[config.mk]
export PLATFORM = sky130hd
export DESIGN_NAME = magnetometer_raw_to_gauss
export DESIGN_NICKNAME = d
export VERILOG_FILES = /design/src/hw/rtl/mrg_pkg.sv /design/src/hw/rtl/magnetometer_raw_to_gauss.sv /design/src/hw/rtl/mrg_term.sv
export SDC_FILE = /design/constraint.sdc
export NUM_CORES = 2
export LEC_CHECK = 0
export BUFFER_PORTS_ARGS = -buffer_cell sky130_fd_sc_hd__buf_2
export CAP_MARGIN = 20
export CORE_MARGIN = 10
export CORE_UTILIZATION = 30
export DETAILED_ROUTE_END_ITERATION = 8
export REMOVE_ABC_BUFFERS = 1
export SETUP_SLACK_MARGIN = 0.02
export SLEW_MARGIN = 20
export SYNTH_ARGS = -nofsm -noshare
export SYNTH_HDL_FRONTEND = slang
export SYNTH_SLANG_ARGS = --single-unit
[constraint.sdc]
create_clock -name clk -period 15.52 [get_ports clk]
set_input_delay 3.88 -clock clk [delete_from_list [all_inputs] [get_ports clk]]
set_output_delay 3.88 -clock clk [all_outputs]
set_load 0.05 [all_outputs]
[src/hw/rtl/mrg_pkg.sv]
`timescale 1ns / 1ps
// shared types, widths and per-mode constants for the raw-to-gauss converter
package mrg_pkg;

  localparam int RAW_W    = 16;
  localparam int MODE_W   = 2;
  localparam int AXIS_W   = 2;
  localparam int MAG_W    = 16;
  localparam int SENS_W   = 11;
  localparam int RECIP_W  = 27;
  localparam int RECIP_SH = 32;
  localparam int QUOT_W   = 11;
  localparam int REM_W    = 10;
  localparam int NUM_W    = 30;
  localparam int FRAC_U_W = 20;
  localparam int TWHOLE_W = 12;
  localparam int TFRAC_W  = 21;
  localparam int WHOLE_W  = 13;
  localparam int FRAC_W   = 22;

  localparam int TERM_STAGES = 8;
  localparam int STAGES      = TERM_STAGES + 1;

  localparam logic [FRAC_U_W-1:0] MICRO_SCALE = FRAC_U_W'(1000000);

  localparam logic [MAG_W-1:0] OFFSET_16 = MAG_W'(32768);
  localparam logic [MAG_W-1:0] OFFSET_14 = MAG_W'(8192);
  localparam logic [MAG_W-1:0] OFFSET_12 = MAG_W'(2048);

  localparam logic [SENS_W-1:0] SENS_XY_16 = SENS_W'(1024);
  localparam logic [SENS_W-1:0] SENS_XY_14 = SENS_W'(256);
  localparam logic [SENS_W-1:0] SENS_XY_12 = SENS_W'(64);
  localparam logic [SENS_W-1:0] SENS_Z_16  = SENS_W'(770);
  localparam logic [SENS_W-1:0] SENS_Z_14  = SENS_W'(193);
  localparam logic [SENS_W-1:0] SENS_Z_12  = SENS_W'(48);

  // floor(2^32 / sens), the estimate is then at most one below the true quotient
  localparam logic [RECIP_W-1:0] RECIP_XY_16 = RECIP_W'((64'd1 << RECIP_SH) / 1024);
  localparam logic [RECIP_W-1:0] RECIP_XY_14 = RECIP_W'((64'd1 << RECIP_SH) / 256);
  localparam logic [RECIP_W-1:0] RECIP_XY_12 = RECIP_W'((64'd1 << RECIP_SH) / 64);
  localparam logic [RECIP_W-1:0] RECIP_Z_16  = RECIP_W'((64'd1 << RECIP_SH) / 770);
  localparam logic [RECIP_W-1:0] RECIP_Z_14  = RECIP_W'((64'd1 << RECIP_SH) / 193);
  localparam logic [RECIP_W-1:0] RECIP_Z_12  = RECIP_W'((64'd1 << RECIP_SH) / 48);

  typedef enum logic [MODE_W-1:0] {
    MODE_16     = 2'd0,
    MODE_16_ALT = 2'd1,
    MODE_14     = 2'd2,
    MODE_12     = 2'd3
  } mode_t;

  typedef enum logic [AXIS_W-1:0] {
    AXIS_X   = 2'd0,
    AXIS_Y   = 2'd1,
    AXIS_Z   = 2'd2,
    AXIS_BAD = 2'd3
  } axis_t;

  function automatic logic [MAG_W-1:0] mode_offset(input mode_t mode);
    case (mode)
      MODE_14: mode_offset = OFFSET_14;
      MODE_12: mode_offset = OFFSET_12;
      default: mode_offset = OFFSET_16;
    endcase
  endfunction

  function automatic logic [SENS_W-1:0] mode_sens_xy(input mode_t mode);
    case (mode)
      MODE_14: mode_sens_xy = SENS_XY_14;
      MODE_12: mode_sens_xy = SENS_XY_12;
      default: mode_sens_xy = SENS_XY_16;
    endcase
  endfunction

  function automatic logic [SENS_W-1:0] mode_sens_z(input mode_t mode);
    case (mode)
      MODE_14: mode_sens_z = SENS_Z_14;
      MODE_12: mode_sens_z = SENS_Z_12;
      default: mode_sens_z = SENS_Z_16;
    endcase
  endfunction

  function automatic logic [RECIP_W-1:0] mode_recip_xy(input mode_t mode);
    case (mode)
      MODE_14: mode_recip_xy = RECIP_XY_14;
      MODE_12: mode_recip_xy = RECIP_XY_12;
      default: mode_recip_xy = RECIP_XY_16;
    endcase
  endfunction

  function automatic logic [RECIP_W-1:0] mode_recip_z(input mode_t mode);
    case (mode)
      MODE_14: mode_recip_z = RECIP_Z_14;
      MODE_12: mode_recip_z = RECIP_Z_12;
      default: mode_recip_z = RECIP_Z_16;
    endcase
  endfunction

endpackage

[src/hw/rtl/magnetometer_raw_to_gauss.sv]
`timescale 1ns / 1ps
// Raw magnetometer samples to gauss for one selected axis. One sample set is
// taken every clock cycle unless the output stalls and in_ready drops. Each axis
// runs through an eight-stage divide pipeline (reciprocal multiply, back-multiply
// and correct, once for the quotient and once for the micro fraction) and a
// final register combines the terms for X, Y or Z. A stalled output holds the
// pipeline only as far back as it is full, so bubbles are squeezed out before
// in_ready drops. cfg_data selects the resolution mode and is taken at once;
// write it only while no transfer is in flight.
module magnetometer_raw_to_gauss (
  input  logic                                   clk,
  input  logic                                   rst,
  input  logic                                   cfg_valid,
  output logic                                   cfg_ready,
  input  logic [mrg_pkg::MODE_W-1:0]             cfg_data,
  input  logic                                   in_valid,
  output logic                                   in_ready,
  input  logic [mrg_pkg::RAW_W-1:0]              raw_x,
  input  logic [mrg_pkg::RAW_W-1:0]              raw_y,
  input  logic [mrg_pkg::RAW_W-1:0]              raw_z,
  input  logic [mrg_pkg::AXIS_W-1:0]             axis,
  output logic                                   out_valid,
  input  logic                                   out_ready,
  output logic signed [mrg_pkg::WHOLE_W-1:0]     whole_gauss,
  output logic signed [mrg_pkg::FRAC_W-1:0]      micro_fraction,
  output logic                                   bad_axis
);
  import mrg_pkg::*;

  mode_t mode;

  logic [STAGES-1:0] valid;
  logic [STAGES-1:0] en;
  axis_t             axis_pipe [TERM_STAGES];

  logic [MAG_W-1:0]    offset;
  logic [SENS_W-1:0]   sens_xy;
  logic [SENS_W-1:0]   sens_z;
  logic [RECIP_W-1:0]  recip_xy;
  logic [RECIP_W-1:0]  recip_z;

  logic signed [TWHOLE_W-1:0] wx, wy, wz;
  logic signed [TFRAC_W-1:0]  fx, fy, fz;
  logic signed [WHOLE_W-1:0]  wx_e, wy_e, wz_e;
  logic signed [FRAC_W-1:0]   fx_e, fy_e, fz_e;

  assign cfg_ready = 1'b1;

  always_ff @(posedge clk) begin
    if (rst) begin
      mode <= MODE_16;
    end else if (cfg_valid && cfg_ready) begin
      mode <= mode_t'(cfg_data);
    end
  end

  assign offset   = mode_offset(mode);
  assign sens_xy  = mode_sens_xy(mode);
  assign sens_z   = mode_sens_z(mode);
  assign recip_xy = mode_recip_xy(mode);
  assign recip_z  = mode_recip_z(mode);

  // a stage loads when it is empty or its contents move on
  always_comb begin
    en[STAGES-1] = !valid[STAGES-1] || out_ready;
    for (int i = STAGES - 2; i >= 0; i--) begin
      en[i] = !valid[i] || en[i+1];
    end
  end

  assign in_ready  = en[0];
  assign out_valid = valid[STAGES-1];

  always_ff @(posedge clk) begin
    if (rst) begin
      valid <= '0;
    end else begin
      if (en[0]) begin
        valid[0] <= in_valid;
      end
      for (int i = 1; i < STAGES; i++) begin
        if (en[i]) begin
          valid[i] <= valid[i-1];
        end
      end
    end
  end

  always_ff @(posedge clk) begin
    if (en[0]) begin
      axis_pipe[0] <= axis_t'(axis);
    end
    for (int i = 1; i < TERM_STAGES; i++) begin
      if (en[i]) begin
        axis_pipe[i] <= axis_pipe[i-1];
      end
    end
  end

  mrg_term u_term_x (
    .clk    (clk),
    .en     (en[TERM_STAGES-1:0]),
    .raw    (raw_x),
    .offset (offset),
    .sens   (sens_xy),
    .recip  (recip_xy),
    .whole  (wx),
    .frac   (fx)
  );

  mrg_term u_term_y (
    .clk    (clk),
    .en     (en[TERM_STAGES-1:0]),
    .raw    (raw_y),
    .offset (offset),
    .sens   (sens_xy),
    .recip  (recip_xy),
    .whole  (wy),
    .frac   (fy)
  );

  mrg_term u_term_z (
    .clk    (clk),
    .en     (en[TERM_STAGES-1:0]),
    .raw    (raw_z),
    .offset (offset),
    .sens   (sens_z),
    .recip  (recip_z),
    .whole  (wz),
    .frac   (fz)
  );

  assign wx_e = {wx[TWHOLE_W-1], wx};
  assign wy_e = {wy[TWHOLE_W-1], wy};
  assign wz_e = {wz[TWHOLE_W-1], wz};
  assign fx_e = {fx[TFRAC_W-1], fx};
  assign fy_e = {fy[TFRAC_W-1], fy};
  assign fz_e = {fz[TFRAC_W-1], fz};

  // whole parts and fractions combine separately, no carry between them
  always_ff @(posedge clk) begin
    if (en[STAGES-1]) begin
      case (axis_pipe[TERM_STAGES-1])
        AXIS_X: begin
          whole_gauss    <= wx_e;
          micro_fraction <= fx_e;
          bad_axis       <= 1'b0;
        end
        AXIS_Y: begin
          whole_gauss    <= wy_e - wz_e;
          micro_fraction <= fy_e - fz_e;
          bad_axis       <= 1'b0;
        end
        AXIS_Z: begin
          whole_gauss    <= wy_e + wz_e;
          micro_fraction <= fy_e + fz_e;
          bad_axis       <= 1'b0;
        end
        default: begin
          whole_gauss    <= '0;
          micro_fraction <= '0;
          bad_axis       <= 1'b1;
        end
      endcase
    end
  end

endmodule

[src/hw/rtl/mrg_term.sv]
`timescale 1ns / 1ps
// eight-stage pipeline turning one raw axis sample into a signed whole part and micro fraction
module mrg_term (
  input  logic                                   clk,
  input  logic [mrg_pkg::TERM_STAGES-1:0]        en,
  input  logic [mrg_pkg::RAW_W-1:0]              raw,
  input  logic [mrg_pkg::MAG_W-1:0]              offset,
  input  logic [mrg_pkg::SENS_W-1:0]             sens,
  input  logic [mrg_pkg::RECIP_W-1:0]            recip,
  output logic signed [mrg_pkg::TWHOLE_W-1:0]    whole,
  output logic signed [mrg_pkg::TFRAC_W-1:0]     frac
);
  import mrg_pkg::*;

  localparam int DIFF_W = RAW_W + 2;
  localparam int P1_W   = MAG_W + RECIP_W;
  localparam int P2_W   = NUM_W + RECIP_W;

  // stage 1: centre and split into sign and magnitude
  logic [DIFF_W-1:0] diff;
  logic [DIFF_W-1:0] diff_abs;
  logic [MAG_W-1:0]  mag1;
  logic              neg1;

  // stage 2: quotient estimate
  logic [P1_W-1:0]   prod_q;
  logic [QUOT_W-1:0] qe2;
  logic [MAG_W-1:0]  mag2;
  logic              neg2;

  // stage 3: back-multiply
  logic [MAG_W-1:0]  qs3;
  logic [QUOT_W-1:0] qe3;
  logic [MAG_W-1:0]  mag3;
  logic              neg3;

  // stage 4: correct quotient and remainder
  logic [MAG_W-1:0]  r0;
  logic [MAG_W-1:0]  r0_adj;
  logic [QUOT_W-1:0] q4;
  logic [REM_W-1:0]  r4;
  logic              neg4;

  // stage 5: scale remainder to millionths
  logic [NUM_W-1:0]  n5;
  logic [QUOT_W-1:0] q5;
  logic              neg5;

  // stage 6: fraction estimate
  logic [P2_W-1:0]     prod_f;
  logic [FRAC_U_W-1:0] fe6;
  logic [NUM_W-1:0]    n6;
  logic [QUOT_W-1:0]   q6;
  logic                neg6;

  // stage 7: back-multiply fraction
  logic [NUM_W-1:0]    fs7;
  logic [FRAC_U_W-1:0] fe7;
  logic [NUM_W-1:0]    n7;
  logic [QUOT_W-1:0]   q7;
  logic                neg7;

  // stage 8: correct fraction and restore sign
  logic [NUM_W-1:0]    r2;
  logic [FRAC_U_W-1:0] f8;

  assign diff     = {2'b00, raw} - {2'b00, offset};
  assign diff_abs = diff[DIFF_W-1] ? (DIFF_W'(0) - diff) : diff;

  always_ff @(posedge clk) begin
    if (en[0]) begin
      mag1 <= diff_abs[MAG_W-1:0];
      neg1 <= diff[DIFF_W-1];
    end
  end

  assign prod_q = P1_W'(mag1) * P1_W'(recip);

  always_ff @(posedge clk) begin
    if (en[1]) begin
      qe2  <= prod_q[RECIP_SH +: QUOT_W];
      mag2 <= mag1;
      neg2 <= neg1;
    end
  end

  always_ff @(posedge clk) begin
    if (en[2]) begin
      qs3  <= MAG_W'(qe2 * sens);
      qe3  <= qe2;
      mag3 <= mag2;
      neg3 <= neg2;
    end
  end

  assign r0     = mag3 - qs3;
  assign r0_adj = r0 - MAG_W'(sens);

  always_ff @(posedge clk) begin
    if (en[3]) begin
      if (r0 >= MAG_W'(sens)) begin
        q4 <= qe3 + QUOT_W'(1);
        r4 <= r0_adj[REM_W-1:0];
      end else begin
        q4 <= qe3;
        r4 <= r0[REM_W-1:0];
      end
      neg4 <= neg3;
    end
  end

  always_ff @(posedge clk) begin
    if (en[4]) begin
      n5   <= NUM_W'(r4) * NUM_W'(MICRO_SCALE);
      q5   <= q4;
      neg5 <= neg4;
    end
  end

  assign prod_f = P2_W'(n5) * P2_W'(recip);

  always_ff @(posedge clk) begin
    if (en[5]) begin
      fe6  <= prod_f[RECIP_SH +: FRAC_U_W];
      n6   <= n5;
      q6   <= q5;
      neg6 <= neg5;
    end
  end

  always_ff @(posedge clk) begin
    if (en[6]) begin
      fs7  <= NUM_W'(fe6) * NUM_W'(sens);
      fe7  <= fe6;
      n7   <= n6;
      q7   <= q6;
      neg7 <= neg6;
    end
  end

  assign r2 = n7 - fs7;
  assign f8 = (r2 >= NUM_W'(sens)) ? fe7 + FRAC_U_W'(1) : fe7;

  // truncation toward zero is symmetric, so the sign goes back on at the end
  always_ff @(posedge clk) begin
    if (en[7]) begin
      if (neg7) begin
        whole <= TWHOLE_W'(0) - TWHOLE_W'(q7);
        frac  <= TFRAC_W'(0) - TFRAC_W'(f8);
      end else begin
        whole <= TWHOLE_W'(q7);
        frac  <= TFRAC_W'(f8);
      end
    end
  end

endmodule
; ---- Yosys cells after proc, flatten, opt, wreduce, memory -nomap -nowiden
; Memory sizes are Yosys's and may differ from the RTL's.
; Index checks and enable logic that the tools add are counted.
; Widths: inputs -> output; s select.
[word_totals]
ff_bits = 1013
ramBits = 16
in_bits = 57
output_inout_bits = 39
wordCells = 216
mem_count = 1
[op_classes]
addsub = 31
multipliers = 15
n_lt_le_gt_ge = 6
eq_ne = 4
n_mux = 42
n_reduce_logical = 20
[memory_table]
columns = name, depth, word_bits, read_ports, rd_ports_with_merged_regs, wr, line_no
row1 = axis_pipe, 8, 2, 8, 0, 8, magnetometer_raw_to_gauss.sv:34  ; axis_t axis_pipe [TERM_STAGES];
[ops]
columns = op, count
row1 = $mul 24x27->46, 3
row2 = $mul 16x27->43, 3
row3 = $mux 20, 6
row4 = $pmux 27 s2, 2
row5 = $sub 30x30->30, 3
row6 = $mul 10x14->24 const B, 3
row7 = $mux 11, 6
row8 = $pmux 22 s3, 1
row9 = $sub 1x20->21 const A, 3
row10 = $add 20x1->20 const B, 3
row11 = $ge 30x11->1, 2
row12 = $mul 20x11->30, 2
row13 = $sub 16x16->17, 3
row14 = $mux 16, 3
row15 = $sub 1x16->16 const A, 3
row16 = $sub 16x16->16, 3
row17 = $pmux 13 s3, 1
row18 = $sub 1x11->12 const A, 3
row19 = $add 11x1->11 const B, 3
row20 = $ge 16x11->1, 2
row21 = $mul 11x11->16, 2
row22 = $pmux 16 s2, 1
row23 = $ge 30x10->1, 1
row24 = $mul 20x10->30, 1
row25 = other kinds (17), 55

; ---- Logic depth before layout (Yosys ltp)
[depth]
depth_word = 12
ltp_mapped = 33
depth_no_buf = 31

; ---- Modules after synthesis
; A second synthesis with hierarchy kept.
[hier_totals]
hier_cells = 18824
hier_area_um2 = 181092.4
[modules_own_cells]
columns = module, instances, cells_per_inst, area_per_inst_um2, seq_area_each_um2
row1 = mrg_term (u_term_z), 1, 6127, 58902.7, 9669.3
row2 = mrg_term (u_term_y), 1, 6096, 58758.9, 9669.3
row3 = mrg_term (u_term_x), 1, 6072, 58662.5, 9669.3
row4 = magnetometer_raw_to_gauss, 1, 529, 4768.3, 1781.7

; ---- Worst setup path before layout
; No wires, ideal clock.
[synth_timing]
path_kind = input to output
from = input port out_ready
to = output port in_ready
t_arrival_ns = 8.559
required_time_ns = 11.640
setup_slack_ns = 3.081
path_stages = 6
path_buffers = 0
cell_sequence = nor2b_1 > and2_1 > and3_1 > nand3_1 > nor2_1 > nand3_1
[synth_via]
elab_chain_cells = 9
[synth_lines]
columns = element, line_no
row1 = start: declaration, magnetometer_raw_to_gauss.sv:23  ; input logic out_ready,
row2 = $logic_or 1x1->1, magnetometer_raw_to_gauss.sv:65  ; en[STAGES-1] = !valid[STAGES-1] || out_ready;
row3 = $logic_or 1x1->1 (5 in series), magnetometer_raw_to_gauss.sv:67  ; en[i] = !valid[i] || en[i+1];
row4 = via en[3], magnetometer_raw_to_gauss.sv:33  ; logic [STAGES-1:0] en;
row5 = $logic_or 1x1->1 (3 in series), magnetometer_raw_to_gauss.sv:67
row6 = end: declaration, magnetometer_raw_to_gauss.sv:17  ; output logic in_ready,
; The timed path passes the listed nets, and every way through them passes these cells.

; ---- Worst setup path after layout
; Same ends and word-level chain as after synthesis.

==> impl_metrics.json <==
{
  "grt_pass1_wl_mm": 349,
  "status": "finished clean",
  "synth_edf_count": 994,
  "syn_area_per_cell_sq_um": 10.9,
  "routed_wl_mm": 217,
  "synth_seq_area_share": 0.310,
  "die_w_microns": 589,
  "r2r-start": "mode[1]",
  "cts_num_sinks": 1005,
  "detail-route-antenna-nets": 0,
  "final_cells": 13400,
  "initial_core_util": 0.302,
  "area_growth_pct": 9.87,
  "worst_slack_ns": 4.78,
  "cp-start-kind": "primary input",
  "tightest_slew_ns": 1.03,
  "chipHeight_microns": 589,
  "async_flop_share": 0,
  "clkTransAtPathRegs_ns": 0.06,
  "worstSetupPathType": "in -> out",
  "placementRows": 208,
  "ys.flop_type": "edfxtp_1",
  "fin_nets": 11500,
  "yosys_warnings": 0,
  "antenna_found_initial": 17,
  "multi_input_area_sq_um": 59600,
  "cts_root_buf": "clkbuf_16",
  "dp_hpwl_mm": 175,
  "hold_path.class": "reg -> reg",
  "h-tree-depth": 3,
  "crit_start": "out_ready",
  "drtIter0Drc": 3164,
  "io_pins": 96,
  "fp.dieArea_sq_um": 346000,
  "grt_start_max_net_pins": 129,
  "finalCritPeriodShare": 0.692,
  "syn_inst": 8906,
  "overflow": 0,
  "fillers": 32500,
  "fin_area_sq_um": 107000,
  "num_vias": 61000,
  "post_drt_wl_per_cell_microns": 16.2,
  "fin_skew_ns": 0.0699,
  "clk_latency_ns": 0.79,
  "crit_path_max_fanout": 34,
  "slew_headroom": 0.312,
  "required_ns": 11.64,
  "drive_gt1_frac": 0.0460,
  "io_buffers": 94,
  "seq_area_sq_um": 30100,
  "clk_path_buf_depth": 3,
  "grt_pass1_vias": 63800,
  "report.final.slew_viol_count": 0,
  "setup_viol": 0,
  "gp_congestion": 0.912,
  "hold_viol_final": 0,
  "finalCriticalPeriod_ns": 10.74,
  "placed_cells": 13200,
  "rsz0062_at_grt": "no",
  "postPlaceCellArea_sq_um": 103000,
  "pre_cts_slack_ns": 4.70,
  "synth-seq-cells": 1005,
  "synthDistinctLibCells": 103,
  "first_pass_iters": 6,
  "cts_resized": 0,
  "maxCapViolations": 0,
  "core_sq_um": 321000,
  "min_from": "u_term_x.q4[0]",
  "globalRouteTotalUtil": 0.125,
  "end_kind": "primary output",
  "cts_tree": "built",
  "post_cts_buffers": 0,
  "drc": 0,
  "cp.arrival_ns": 6.86,
  "holdBufCountCts": 0,
  "netlist_area_sq_um": 97000,
  "via_per_inst": 4.55,
  "cts_buffers": 115,
  "fmax_mhz": 93.1
}
[worst max-delay path: stages]
cell     delay (ns)
buf_2          0.09
nor2b_1        0.19
and2_1         0.33
and3_1         0.48
nand3_4        0.48
nor2_1         0.68
nand3_4        0.36
buf_2          0.33
[kinds of logic after synthesis]
kind of cell / synth area share
buf+inv: 0.0763
simple gates: 0.0983
xor+xnor: 0.0526
mux: 0.00547
flops: 0.310
compound gates: 0.0663
other cells: 0.0000774
fa+ha+maj: 0.391
[cell type report]
type / instances / share of cell area
diodes: 7 / 0.000164
clock buffers: 125 / 0.0276
clock inverters: 93 / 0.00938
inverters: 1788 / 0.0631
multi-input cells: 5939 / 0.559
flip-flops and latches: 1005 / 0.282
well taps: 4305 / 0.0505
repair buffers: 139 / 0.00782
[registers in the layout, indices dropped and copies added (netlist names), 22 cells and up]
register / flops
u_term_z.n5: 24
u_term_z.fs7: 30
micro_fraction: 22
u_term_z.n6: 24
u_term_x.n5: 24
u_term_x.n7: 24
u_term_x.n6: 24
u_term_x.fs7: 24
u_term_y.n5: 24
u_term_y.fs7: 24
u_term_y.n7: 24
u_term_y.n6: 24
u_term_z.n7: 24
[metal layers]
metal	wire, microns	track usage
met5	0	0
met4	6230	0.0340
met3	10500	0.0186
met1	102000	0.172
met2	97900	0.205
[synthesized netlist by cell type (all sizes together), types with 11 or more instances]
cell type,number,share of area
ha,1614,0.21
o21a,64,0.0050
mux2,16,0.0019
and3,176,0.011
or4,13,0.0011
nand2,334,0.013
mux2i,35,0.0036
o31a,13,0.0012
nor2b,221,0.014
o31ai,32,0.0028
nor4,22,0.0016
nand3,96,0.0050
xor2,177,0.016
nand2b,52,0.0034
a211oi,35,0.0030
a21boi,19,0.0015
fa,886,0.18
nor2,409,0.016
a21o,90,0.0070
o211ai,21,0.0016
dfxtp,11,0.0023
nor3b,16,0.0013
nand4,43,0.0029
and2,206,0.013
nand3b,12,0.00093
a22oi,29,0.0023
or3,45,0.0029
buf,18,0.0010
o311ai,12,0.0011
a31oi,28,0.0018
edfxtp,994,0.31
xnor2,405,0.037
o21ai,176,0.0091
inv,1785,0.069
a21oi,286,0.015
nor3,125,0.0066
and4,11,0.0010
nor4b,14,0.0013
clkbuf,157,0.0061
o21bai,66,0.0051
[metrics by stage]
stage | utilization | TNS (ns) | hold WS, ns
after floorplan | - | -387.66 | 0.400
after global placement | 0.319 | 0 | 0.401
after detailed placement | 0.319 | 0 | 0.405
after CTS | 0.332 | 0 | 0.368
after global routing | 0.332 | 0 | 0.391
final | 0.332 | 0 | 0.378
[final timing paths]
| check | end | slack, ns | cells past startpoint |
|---|---|---|---|
| setup / recovery | in_ready | 4.78 | 8 |
| hold / removal | u_term_x.q5[0] | 0.38 | 0 |
| setup reg to reg | u_term_z.fe6[15] | 5.31 | 31 |
| hold reg to reg | u_term_x.q5[0] | 0.38 | 0 |
[layout by cell type, fill, tap and decap left out, drive strengths merged, types with 14 or more instances in the layout]
cell / synthesis / final
a211oi: 35 / 35
a21boi: 19 / 19
a21o: 90 / 90
a21oi: 286 / 286
a22oi: 29 / 29
a31oi: 28 / 28
and2: 206 / 206
and3: 176 / 176
buf: 18 / 139
bufinv: 0 / 15
clkbuf: 157 / 125
clkinv: 3 / 54
clkinvlp: 0 / 14
edfxtp: 994 / 994
fa: 886 / 886
ha: 1614 / 1614
inv: 1785 / 1798
mux2: 16 / 16
mux2i: 35 / 35
nand2: 334 / 334
nand2b: 52 / 52
nand3: 96 / 96
nand4: 43 / 43
nor2: 409 / 409
nor2b: 221 / 221
nor3: 125 / 125
nor3b: 16 / 16
nor4: 22 / 22
nor4b: 14 / 14
o211ai: 21 / 21
o21a: 64 / 64
o21ai: 176 / 176
o21bai: 66 / 66
o31ai: 32 / 32
or3: 45 / 45
xnor2: 405 / 405
xor2: 177 / 177
Power is left out: the tool's default activity adds up to more than one toggle a clock period on the data nets, which glitch-free logic cannot reach.
